### src/rtl/core/assert_macros.svh
// Assertion macros shared by the tab expander RTL.
// Expects clk and rst (synchronous, active high) in the including scope.
`ifndef ASSERT_MACROS_SVH
`define ASSERT_MACROS_SVH

// Clocked property, off while reset is high.
`define ASSERT_CLK(name, prop, msg) \
  name: assert property (@(posedge clk) disable iff (rst) (prop)) else $error(msg);

// Same-cycle implication, off while reset is high.
`define ASSERT_IMPLY(name, pre, post, msg) \
  name: assert property (@(posedge clk) disable iff (rst) (pre) |-> (post)) else $error(msg);

`endif

### src/rtl/core/ttse_pkg.sv
// Package for the tab-to-space expander: register indexes, byte codes,
// state encoding and the control structs. No dependencies.
`default_nettype none

package ttse_pkg;

  localparam int MAP_BITS    = 256;
  localparam int MAP_IDX_W   = 8;
  localparam int WORD_BITS   = 64;
  localparam int CHUNK_BITS  = 8;
  localparam int CHUNK_SHIFT = 3;
  localparam int CFG_INDEX_W = 3;

  localparam logic [7:0] NEWLINE_BYTE    = 8'h0A;
  localparam logic [7:0] SPACE_BYTE      = 8'h20;
  localparam logic [7:0] TAB_CHAR_RESET  = 8'h09;
  localparam logic [7:0] TAB_WIDTH_RESET = 8'd8;

  typedef enum logic [CFG_INDEX_W-1:0] {
    REG_TAB_CHARACTER = 3'd0,
    REG_LIST_MODE     = 3'd1,
    REG_TAB_WIDTH     = 3'd2,
    REG_STOPS_0       = 3'd3,
    REG_STOPS_1       = 3'd4,
    REG_STOPS_2       = 3'd5,
    REG_STOPS_3       = 3'd6
  } cfg_reg_e;

  typedef enum logic [1:0] {
    ST_IDLE,
    ST_CALC,
    ST_EMIT
  } state_t;

  typedef struct packed {
    logic [7:0]          tab_character;
    logic                list_mode;
    logic [7:0]          tab_width;
    logic [MAP_BITS-1:0] stop_map;
  } cfg_t;

  typedef struct packed {
    logic load;
    logic step;
    logic emit;
  } cmd_t;

  typedef struct packed {
    logic tab_now;
    logic calc_done;
  } status_t;

endpackage

`default_nettype wire

### src/rtl/core/tab_to_space_expander.sv
// Top level of the tab-to-space expander: register bank, controller, datapath.
// Depends on ttse_pkg, ttse_cfg, ttse_ctrl and ttse_dp.
//
// Usage:
//   Input channel (in_valid/in_ready/in_byte) takes one text byte per
//   transaction. Output channel (out_valid/out_ready/out_byte/repeat_count)
//   returns one result per input: the byte, or a space for a tab, and how
//   many times to emit it. Config channel (cfg_valid/cfg_ready/cfg_index/
//   cfg_data) writes the registers; cfg_ready is always high. Write config
//   only while no byte is in flight.
// Sequencing:
//   Plain byte or newline: accepted in idle, result loaded in emit.
//   Tab, uniform mode: bit-serial column remainder in calc, then emit.
//   Tab, list mode: stop search in calc (8 stop bits per cycle), then emit.
//   The next byte is accepted in the cycle after a result is loaded, so a
//   new byte is taken only once the last one's result is loaded.
// Reset: rst clears the column to 1, registers to their defaults, output
//   empty. Stall: a result waits in the output register; one more byte is
//   taken and processed, then the block holds until out_ready frees the slot.
`default_nettype none

module tab_to_space_expander #(
  parameter int STOP_COLUMNS = 256,
  parameter int COLUMN_BITS  = 16
) (
  input  logic                             clk,
  input  logic                             rst,
  input  logic                             in_valid,
  output logic                             in_ready,
  input  logic [7:0]                       in_byte,
  output logic                             out_valid,
  input  logic                             out_ready,
  output logic [7:0]                       out_byte,
  output logic [7:0]                       repeat_count,
  input  logic                             cfg_valid,
  output logic                             cfg_ready,
  input  logic [ttse_pkg::CFG_INDEX_W-1:0] cfg_index,
  input  logic [ttse_pkg::WORD_BITS-1:0]   cfg_data
);
  import ttse_pkg::*;

  cfg_t    cfg;
  cmd_t    cmd;
  status_t status;

  // register bank
  ttse_cfg u_cfg (
    .clk       (clk),
    .rst       (rst),
    .cfg_valid (cfg_valid),
    .cfg_ready (cfg_ready),
    .cfg_index (cfg_index),
    .cfg_data  (cfg_data),
    .cfg       (cfg)
  );

  // sequencing: accept, iterate, emit
  ttse_ctrl u_ctrl (
    .clk       (clk),
    .rst       (rst),
    .in_valid  (in_valid),
    .in_ready  (in_ready),
    .out_valid (out_valid),
    .out_ready (out_ready),
    .status    (status),
    .cmd       (cmd)
  );

  // column tracking, remainder and stop search, result register
  ttse_dp #(
    .STOP_COLUMNS (STOP_COLUMNS),
    .COLUMN_BITS  (COLUMN_BITS)
  ) u_dp (
    .clk          (clk),
    .rst          (rst),
    .in_byte      (in_byte),
    .cfg          (cfg),
    .cmd          (cmd),
    .status       (status),
    .out_byte     (out_byte),
    .repeat_count (repeat_count)
  );

endmodule

`default_nettype wire

### src/rtl/core/ttse_cfg.sv
// Configuration register bank of the tab expander.
// Depends on ttse_pkg.
`default_nettype none

module ttse_cfg (
  input  logic                             clk,
  input  logic                             rst,
  input  logic                             cfg_valid,
  output logic                             cfg_ready,
  input  logic [ttse_pkg::CFG_INDEX_W-1:0] cfg_index,
  input  logic [ttse_pkg::WORD_BITS-1:0]   cfg_data,
  output ttse_pkg::cfg_t                   cfg
);
  import ttse_pkg::*;

  assign cfg_ready = 1'b1;

  always_ff @(posedge clk) begin
    if (rst) begin
      cfg.tab_character <= TAB_CHAR_RESET;
      cfg.list_mode     <= 1'b0;
      cfg.tab_width     <= TAB_WIDTH_RESET;
      cfg.stop_map      <= '0;
    end else if (cfg_valid && cfg_ready) begin
      case (cfg_index)
        REG_TAB_CHARACTER: cfg.tab_character <= cfg_data[7:0];
        REG_LIST_MODE:     cfg.list_mode     <= cfg_data[0];
        REG_TAB_WIDTH:     cfg.tab_width     <= cfg_data[7:0];
        REG_STOPS_0:       cfg.stop_map[0*WORD_BITS +: WORD_BITS] <= cfg_data;
        REG_STOPS_1:       cfg.stop_map[1*WORD_BITS +: WORD_BITS] <= cfg_data;
        REG_STOPS_2:       cfg.stop_map[2*WORD_BITS +: WORD_BITS] <= cfg_data;
        REG_STOPS_3:       cfg.stop_map[3*WORD_BITS +: WORD_BITS] <= cfg_data;
        default: ;  // drop writes past the register list
      endcase
    end
  end

endmodule

`default_nettype wire

### src/rtl/core/ttse_ctrl.sv
// Controller state machine of the tab expander: handshakes and sequencing.
// Depends on ttse_pkg and assert_macros.svh.
`default_nettype none
`include "assert_macros.svh"

module ttse_ctrl (
  input  logic              clk,
  input  logic              rst,
  input  logic              in_valid,
  output logic              in_ready,
  output logic              out_valid,
  input  logic              out_ready,
  input  ttse_pkg::status_t status,
  output ttse_pkg::cmd_t    cmd
);
  import ttse_pkg::*;

  state_t state;
  state_t state_next;
  logic   slot_free;

  assign slot_free = !out_valid || out_ready;

  always_comb begin
    state_next = state;
    case (state)
      ST_IDLE: begin
        if (in_valid) begin
          state_next = status.tab_now ? ST_CALC : ST_EMIT;
        end
      end
      ST_CALC: begin
        if (status.calc_done) begin
          state_next = ST_EMIT;
        end
      end
      ST_EMIT: begin
        if (slot_free) begin
          state_next = ST_IDLE;
        end
      end
      default: state_next = ST_IDLE;
    endcase
  end

  always_comb begin
    in_ready = 1'b0;
    cmd      = '0;
    case (state)
      ST_IDLE: begin
        in_ready = 1'b1;
        cmd.load = in_valid;
      end
      ST_CALC: cmd.step = !status.calc_done;
      ST_EMIT: cmd.emit = slot_free;
      default: ;
    endcase
  end

  always_ff @(posedge clk) begin
    if (rst) begin
      state     <= ST_IDLE;
      out_valid <= 1'b0;
    end else begin
      state <= state_next;
      if (cmd.emit) begin
        out_valid <= 1'b1;
      end else if (out_ready) begin
        out_valid <= 1'b0;
      end
    end
  end

  `ASSERT_IMPLY(a_emit_needs_slot, cmd.emit, !out_valid || out_ready, "emit over a pending result")
  `ASSERT_CLK(a_plain_goes_emit, (state == ST_IDLE && in_valid && !status.tab_now) |=> (state == ST_EMIT), "plain byte did not go to emit")
  `ASSERT_CLK(a_emit_shows_result, cmd.emit |=> out_valid, "emitted result not presented")

endmodule

`default_nettype wire

### src/rtl/core/ttse_dp.sv
// Datapath of the tab expander: column counter, bit-serial remainder unit,
// chunked stop search and the result register. Depends on ttse_pkg and assert_macros.svh.
`default_nettype none
`include "assert_macros.svh"

module ttse_dp #(
  parameter int STOP_COLUMNS = 256,
  parameter int COLUMN_BITS  = 16
) (
  input  logic              clk,
  input  logic              rst,
  input  logic [7:0]        in_byte,
  input  ttse_pkg::cfg_t    cfg,
  input  ttse_pkg::cmd_t    cmd,
  output ttse_pkg::status_t status,
  output logic [7:0]        out_byte,
  output logic [7:0]        repeat_count
);
  import ttse_pkg::*;

  localparam int CHUNKS = (STOP_COLUMNS + CHUNK_BITS - 1) / CHUNK_BITS;
  localparam int IDX_W  = $clog2(CHUNKS);
  localparam int CNT_W  = $clog2(COLUMN_BITS + 1);
  localparam logic [IDX_W-1:0] LAST_CHUNK = IDX_W'(CHUNKS - 1);

  logic [COLUMN_BITS-1:0] column;
  logic [7:0]             byte_q;
  logic                   nl_q;
  logic                   tab_q;
  logic [7:0]             rem;
  logic [COLUMN_BITS-1:0] sh;
  logic [CNT_W-1:0]       cnt;
  logic [IDX_W-1:0]       scan_idx;
  logic [7:0]             run;
  logic                   done;

  logic                   is_nl;
  logic                   is_tab;
  logic [7:0]             divisor;
  logic [COLUMN_BITS:0]   col_p1;
  logic                   beyond;
  logic [8:0]             rem_sh;
  logic [7:0]             rem_next;
  logic [MAP_IDX_W-1:0]   base;
  logic [CHUNK_BITS-1:0]  chunk;
  logic [CHUNK_BITS-1:0]  cand;
  logic                   hit;
  logic [MAP_IDX_W-1:0]   hit_k;
  logic [MAP_IDX_W-1:0]   kval;
  logic [7:0]             count_sel;
  logic [COLUMN_BITS:0]   sum;
  logic [COLUMN_BITS-1:0] col_adv;

  assign is_nl   = (in_byte == NEWLINE_BYTE);
  assign is_tab  = !is_nl && (in_byte == cfg.tab_character);
  assign divisor = (cfg.tab_width == 8'd0) ? 8'd1 : cfg.tab_width;
  assign col_p1  = {1'b0, column} + (COLUMN_BITS + 1)'(1);
  assign beyond  = (col_p1 >= (COLUMN_BITS + 1)'(STOP_COLUMNS));

  // one restoring step: remainder stays below the divisor
  assign rem_sh   = {rem, sh[COLUMN_BITS-1]};
  assign rem_next = (rem_sh >= {1'b0, divisor}) ? 8'(rem_sh - {1'b0, divisor}) : rem_sh[7:0];

  assign base  = MAP_IDX_W'(scan_idx) << CHUNK_SHIFT;
  assign chunk = cfg.stop_map[base +: CHUNK_BITS];

  always_comb begin
    cand  = '0;
    hit_k = '0;
    kval  = '0;
    for (int j = 0; j < CHUNK_BITS; j++) begin
      kval = base + MAP_IDX_W'(j);
      cand[j] = chunk[j] && ((MAP_IDX_W + 1)'(kval) < (MAP_IDX_W + 1)'(STOP_COLUMNS))
                && (COLUMN_BITS'(kval) > column);
    end
    for (int j = CHUNK_BITS - 1; j >= 0; j--) begin
      if (cand[j]) begin
        hit_k = base + MAP_IDX_W'(j);
      end
    end
  end
  assign hit = |cand;

  assign count_sel = tab_q ? (cfg.list_mode ? run : 8'(divisor - rem)) : 8'd1;
  assign sum       = {1'b0, column} + (COLUMN_BITS + 1)'(count_sel);
  assign col_adv   = sum[COLUMN_BITS] ? '1 : sum[COLUMN_BITS-1:0];

  assign status.tab_now   = is_tab;
  assign status.calc_done = done;

  always_ff @(posedge clk) begin
    if (rst) begin
      column <= COLUMN_BITS'(1);
      done   <= 1'b0;
    end else begin
      if (cmd.load) begin
        done <= cfg.list_mode && beyond;
      end else if (cmd.step) begin
        if (cfg.list_mode) begin
          if (hit || scan_idx == LAST_CHUNK) begin
            done <= 1'b1;
          end
        end else if (cnt == CNT_W'(1)) begin
          done <= 1'b1;
        end
      end
      if (cmd.emit) begin
        column <= nl_q ? COLUMN_BITS'(1) : col_adv;
      end
    end
  end

  always_ff @(posedge clk) begin
    if (cmd.load) begin
      byte_q   <= in_byte;
      nl_q     <= is_nl;
      tab_q    <= is_tab;
      rem      <= '0;
      sh       <= column;
      cnt      <= CNT_W'(COLUMN_BITS);
      scan_idx <= col_p1[CHUNK_SHIFT +: IDX_W];
      run      <= 8'd1;
    end else if (cmd.step) begin
      if (cfg.list_mode) begin
        if (hit) begin
          run <= 8'(hit_k) - column[7:0];
        end else if (scan_idx != LAST_CHUNK) begin
          scan_idx <= scan_idx + IDX_W'(1);
        end
      end else begin
        rem <= rem_next;
        sh  <= sh << 1;
        cnt <= cnt - CNT_W'(1);
      end
    end
    if (cmd.emit) begin
      out_byte     <= tab_q ? SPACE_BYTE : byte_q;
      repeat_count <= count_sel;
    end
  end

  `ASSERT_CLK(a_rem_below_divisor, (cmd.step && !cfg.list_mode) |=> (rem < divisor), "remainder not below divisor")
  `ASSERT_IMPLY(a_column_nonzero, 1'b1, column != '0, "column left the 1-based range")
  `ASSERT_IMPLY(a_count_nonzero, cmd.emit, count_sel != 8'd0, "zero repeat count emitted")

endmodule

`default_nettype wire

### config.mk
export PLATFORM = sky130hd
export DESIGN_NAME = tab_to_space_expander
export DESIGN_NICKNAME = d
export VERILOG_FILES = /design/src/rtl/core/ttse_pkg.sv /design/src/rtl/core/tab_to_space_expander.sv /design/src/rtl/core/ttse_cfg.sv /design/src/rtl/core/ttse_ctrl.sv /design/src/rtl/core/ttse_dp.sv
export VERILOG_INCLUDE_DIRS = /design/src /design/src/rtl/core
export SDC_FILE = /design/constraint.sdc
export NUM_CORES = 1
export LEC_CHECK = 0
export BUFFER_PORTS_ARGS = -buffer_cell sky130_fd_sc_hd__buf_2
export CORE_MARGIN = 4
export CORE_UTILIZATION = 39
export CTS_BUF_LIST = sky130_fd_sc_hd__clkbuf_8 sky130_fd_sc_hd__clkbuf_16
export DETAILED_ROUTE_END_ITERATION = 10
export GPL_TIMING_DRIVEN = 0
export PLACE_DENSITY = 0.61
export SYNTH_ARGS = -nofsm -noshare
export SYNTH_HDL_FRONTEND = slang
export SYNTH_HIERARCHICAL = 1
export SYNTH_SLANG_ARGS = --single-unit
### constraint.sdc
create_clock -name clk -period 3.7 [get_ports clk]
set_clock_uncertainty 0.1 [all_clocks]
set_input_delay 0.74 -clock clk [delete_from_list [all_inputs] [get_ports clk]]
set_output_delay 0.74 -clock clk [all_outputs]
set_load 0.01 [all_outputs]
# ---- Yosys cells after proc, flatten, opt, wreduce, memory -nomap -nowiden
# Cells that the tools add are included.
dict set report word_totals {
  regBits 361
  out_inout_bits 19
  word_cells 141
}
dict set report op_classes {
  add_sub_neg 14
  n_lt_le_gt_ge 10
  eq_ne 19
  n_shift 1
  mux 38
  n_bitwise 1
  n_reduce_logical 37
}
# cell count
set ops {}
lappend ops {{256-bit by 9-bit indexed part select with 8-bit output} 1}
lappend ops {{8-bit by 16-bit greater-than comparator with 1-bit output} 8}
lappend ops {{8-bit 2-to-1 mux} 12}
lappend ops {{16-bit 2-to-1 mux} 5}
lappend ops {{8-bit by 3-bit adder with 8-bit output (second input constant)} 4}
lappend ops {{5-bit 2-to-1 mux} 5}
lappend ops {{8-bit subtractor} 3}
lappend ops {{2-bit AND reduction} 9}
lappend ops {{16-bit by 1-bit adder with 17-bit output (second input constant)} 1}
lappend ops {{16-bit by 8-bit adder with 17-bit output} 1}
lappend ops {{17-bit by 9-bit >= comparator with 1-bit output (second input constant)} 1}
lappend ops {{8-bit by 2-bit adder with 8-bit output (second input constant)} 2}
lappend ops {{1-bit 2-to-1 mux} 11}
lappend ops {{1-bit logical AND} 10}
lappend ops {{3-bit equality test (second input constant)} 3}
lappend ops {{9-bit by 8-bit >= comparator with 1-bit output} 1}
lappend ops {{3-bit AND reduction} 3}
lappend ops {{8-bit by 1-bit adder with 8-bit output (second input constant)} 1}
lappend ops {{8-bit by 4-bit equality test with 1-bit output (second input constant)} 1}
lappend ops {{8-bit equality test} 1}
lappend ops {{8-bit zero test} 1}
lappend ops {{2-bit 2-to-1 mux} 4}
lappend ops {{2-bit nonzero test} 4}
lappend ops {{8-bit OR reduction} 1}
lappend ops {{20 further kinds} 27}

# ---- Depth between registers and ports, before layout
dict set report depth {
  word_depth 12
  ltp_mapped 24
  depth_no_buf 21
}

# ---- Hierarchy
# Netlist, hierarchy kept.
# mod instances cells_per_inst area_each_um2
set modules_own_cells {}
lappend modules_own_cells {ttse_cfg 1 962 10725.3}
lappend modules_own_cells {ttse_dp 1 758 7618.6}
lappend modules_own_cells {ttse_ctrl 1 17 152.6}

# ---- Least setup slack after synthesis
# Ideal clock, no wire load.
dict set report synth_path {
  path_kind {reg-to-reg}
  start {reg u_dp.scan_idx[0]}
  end {reg u_dp.run[7]}
  t_arrival_ns 3.729
  setup_slack_ns -0.216
  path_stages_with_launch 22
  path_buffers 4
  cell_sequence {edfxtp_1 -> buf_6 -> buf_6 -> buf_6 -> buf_4 -> inv_1 -> ha_1 -> o221ai_1 -> o211ai_1 -> nor4bb_1 -> nor2_1 -> o211ai_1 -> and3_1 -> ha_1 -> nor2b_1 -> o21ai_0 -> a21boi_0 -> o21ai_0 -> nand2b_1 -> a31oi_1 -> xnor2_1 -> o31ai_1}
}
dict set report synth_via {
  elab_chain_len 12
  word_cells_on_any_way 35
}
# item line_no
set synth_rtl {}
lappend synth_rtl {{start, declared} ttse_dp.sv:33} ;# logic [IDX_W-1:0] scan_idx;
lappend synth_rtl {{start signal, assigned} ttse_dp.sv:121} ;# scan_idx <= col_p1[CHUNK_SHIFT +: IDX_W];
lappend synth_rtl {{start signal, assigned} ttse_dp.sv:128} ;# scan_idx <= scan_idx + IDX_W'(1);
lappend synth_rtl {{8-bit by 3-bit adder with 8-bit output} {ttse_dp.sv:72, ttse_dp.sv:78}}
lappend synth_rtl {{8-bit by 16-bit greater-than comparator with 1-bit output} ttse_dp.sv:74} ;# && (COLUMN_BITS'(kval) > column);
lappend synth_rtl {{1-bit logical AND} ttse_dp.sv:74}
lappend synth_rtl {{8-bit 2-to-1 mux (8 in series)} ttse_dp.sv:77} ;# if (cand[j]) begin
lappend synth_rtl {{8-bit subtractor} ttse_dp.sv:126} ;# run <= 8'(hit_k) - column[7:0];
lappend synth_rtl {{end signal, assigned} ttse_dp.sv:126}
lappend synth_rtl {{end, declared} ttse_dp.sv:34} ;# logic [7:0] run;
# Parallel ways exist; a longest one is shown, timed or not.
# A chain may end at the register's enable or synchronous reset.

# ---- Worst setup path after layout
# Same ends and word-level chain as after synthesis.

==> reports/qor.yml <==
run_status:
  status: "finished with violations"
  violations: "setup timing"
logic_synthesis:
  ys_warn_count: 6
  synthesis.area_sq_um: 18500
  synth_mux_area_share_pct: 24.1
  yosysTopAreaCell: "dfxtp_1"
  netlist_instances: 1737
  synth_seq_cells: 361
  synth_top_family_by_area: "multiplexers"
  synth_area_leaders: "dfxtp_1 (34%), mux2i_1 (17%), nand2b_1 (12%)"
  synthAdderAreaFrac_pct: 3.14
  async_flop_share_pct: 0
  synth_simple_gate_area_share_pct: 18.2
  synth_top_area_share_pct: 34.0
  avgSynthCellArea_sq_um: 10.6
  synth_edf_count: 47
  synth_xor_area_share_pct: 1.70
  ys_types: 78
  synth_flop_cell: "dfxtp_1"
  synth-compound-area-share_pct: 7.07
  syn_nets: 1861
  ys_seq_area_share_pct: 41.6
floorplanning:
  die_height_um: 226
  dieArea_sq_um: 51000
  ios: 99
  start_util_pct: 39.6
  core-area_sq_um: 46800
  rows: 79
  die_x_um: 226
sta:
  whs_ns: 0.296
  drv_slew: 0
  max_freq_mhz: 241
  setup_viol: 22
  final_hold_viol_count: 0
  fin_tns_setup_ns: -2.93
  timing.final.ws_setup_ns: -0.452
  post-route-min-period_ns: 4.15
  worst_pin_slew_ns: 1.24
  post-route-period-util_pct: 112
  max_slew_margin_pct: 16.9
  rsz0062_at_grt: "yes"
setup_path:
  cpPeakStageDelay_ns: 0.47
  ff2ff_path_depth: 19
  crit_path_end_kind: "register"
  r2r_end: "u_dp/run[7]"
  cp_slowest_cell: "edfxtp_1"
  crit_path_max_fanout: 11
  r2r_slack_ns: -0.45
  critPathRequiredTime_ns: 4.09
  worst-path-buf-inv: 4
  criticalPathCategory: "register to register"
  critPathLaunchType: "register"
  r2r-start: "u_dp/scan_idx[0]"
  arrival_ns: 4.54
  worstPathCellList: "buf_4 > buf_12 > buf_16 > buf_12 > mux4_2 > mux2i_1 > o211ai_1 > o2111ai_2 > o211ai_1 > and3_4 > ha_4 > nor2b_4 > o21ai_2 > a21boi_2 > o21ai_1 > nand2b_1 > a31oi_2 > xnor2_2 > o31ai_1"
  crit_family: "compound AO/OA/AOI/OAI gates"
place:
  io_buffers: 97
  dp_hpwl_um: 41500
  gp_congestion: 0.948
  placed_area_sq_um: 19800
final_layout:
  diodes: 0
  finalNetCount: 2065
  register_area_sq_um: 7720
  multiInputGateArea_sq_um: 10700
  drive_above_1_share_pct: 24.3
  nFillCells: 4260
  finalInstanceArea_sq_um: 22500
  syn2layout_area_growth_pct: 21.6
clock_tree:
  hold_buffers: 0
  cts.path.max_buffers: 3
  cts_root_buf: "clkbuf_16"
  cts.sinks: 361
  clkLatencyLatePin_ns: 0.58
  path_clk_slew_ns: 0.06
  cts_tree: "yes"
  cts_buffers: 41
  cts_htree_levels: 2
detailed_routing:
  drt_pass1_iterations: 5
  drt_wl_total_um: 59700
  drc: 0
  via_per_inst: 5.48
  wl_per_cell_um: 23.1
  final_antenna_net_count: 0
  num_vias: 14148
  drt_iter0_markers: 1090
grt:
  grt_max_degree: 18
  grt_overflow_total: 0
  grt_pass1_vias: 14192
  track_usage_pct: 22.9
  antenna_found_initial: 3
  grt_pass1_wl_um: 87500
min_path:
  worstHoldStart: "in_byte[3]"
  hold_class: "input port to register"
  hold_end: "u_dp/byte_q[3]"
  hold_depth: 1
pwr:
  power.leakage_nw: 9.62
  vdd_ir_drop_max_mv: 0.322
  powerDensity_nw_per_um2: 432
run:
  cap_viol_max_count: 0
==> how the worst max path moves through the flow <==
stage	startpoint	end	slack (ns)	depth (start not counted)
2_1_floorplan	u_dp/scan_idx[0]	u_dp/run[7]	-0.03	21
3_3_place_gp	u_dp/scan_idx[1]	u_dp/run[7]	-1.43	17
3_5_place_dp	u_dp/scan_idx[1]	u_dp/run[7]	-1.39	17
4_1_cts	u_dp/scan_idx[0]	u_dp/run[7]	-0.39	18
5_1_grt	u_dp/scan_idx[0]	u_dp/run[6]	-0.64	21
6_report	u_dp/scan_idx[0]	u_dp/run[7]	-0.45	19
==> placed cells by master (no fill, tap or decap), types with 15 or more instances in the layout <==
cell,count
buf_6,15
clkbuf_1,51
inv_1,59
nand2_1,40
mux4_2,46
dfxtp_1,303
nor2_1,43
edfxtp_1,47
mux2i_1,308
clkbuf_16,43
ha_1,33
nand2b_1,352
buf_4,72
nor2b_1,22
a21oi_1,26
xnor2_1,22
mux2_2,21
buf_2,113
==> state kept, by name (all words and copies together), names as in the netlist, 5 cells and up <==
register,count
u_dp/run,8
u_dp/column,16
u_dp/byte_q,8
u_dp/cnt,5
u_dp/rem,8
u_dp/scan_idx,5
u_dp/sh,16
u_cfg/cfg,273
u_dp/repeat_count,8
u_dp/out_byte,8
==> synthesized netlist by cell type (21+ instances only) <==
master      n
nor2_1     48
nor2b_1    26
xnor2_1    24
dfxtp_1   314
edfxtp_1   47
inv_1      48
o21ai_0    31
nand2_1    41
mux2i_1   317
buf_4      23
a21oi_1    36
ha_1       40
clkbuf_1   61
mux4_2     44
nand2b_1  353
mux2_2     21
==> metal layers <==
metal  vias up  part of all wire, %  track usage [%]
li1       6550                    -                -
met4         0                  5.4             10.8
met1      6954                   42             29.1
met5         -                    0                0
met3       145                  6.8             4.72
met2       499                   46             37.3
==> repair_timing <==
action	in CTS	in global routing
resized for setup	141	72
endpoints found under the setup margin	30	23
pin swaps	62	39
buffers inserted	35	30
gates cloned	2	1
==> report_power, final <==
part           total [mW]  internal, mW  switching, mW  leakage, nW
Combinational        1.51         0.675          0.830         5.90
Clock                4.06          2.38           1.68        0.719
Sequential           4.14          4.08         0.0631         3.00
Total                9.71          7.14           2.58         9.62
==> cells by family after synthesis <==
logic type                 count (synthesis)
AOI/OAI and AO/OA                        185
and+or+nand+nor                          563
xor gates and xnor gates                  36
other                                      1
buffers and inverters                    163
DFF                                      361
adders and majority gates                 44
muxes                                    384
==> per-stage QoR <==
stage | instances | setup slack [ns] | power [mW] | util, %
final | 2581 | -0.452 | 9.71 | 48.1
after global placement | 2441 | -1.43 | 5.39 | 42.3
after detailed placement | 2441 | -1.39 | 5.40 | 42.3
after CTS | 2551 | -0.389 | 9.63 | 47.0
after global routing | 2581 | -0.636 | 10.0 | 48.1
after floorplan | 1737 | -0.0346 | 4.99 | -
==> cell type report <==
| class | count | share of cell area, % |
|---|---|---|
| well taps | 607 | 3.38 |
| clock inverters | 29 | 1.03 |
| multi-input cells | 1214 | 47.4 |
| plain buffers | 112 | 3.17 |
| repair buffers | 163 | 4.88 |
| inverters | 48 | 0.823 |
| flip-flops and latches | 361 | 34.3 |
| clock buffers | 47 | 4.98 |
No activity file was read; power rests on OpenSTA's default activity.
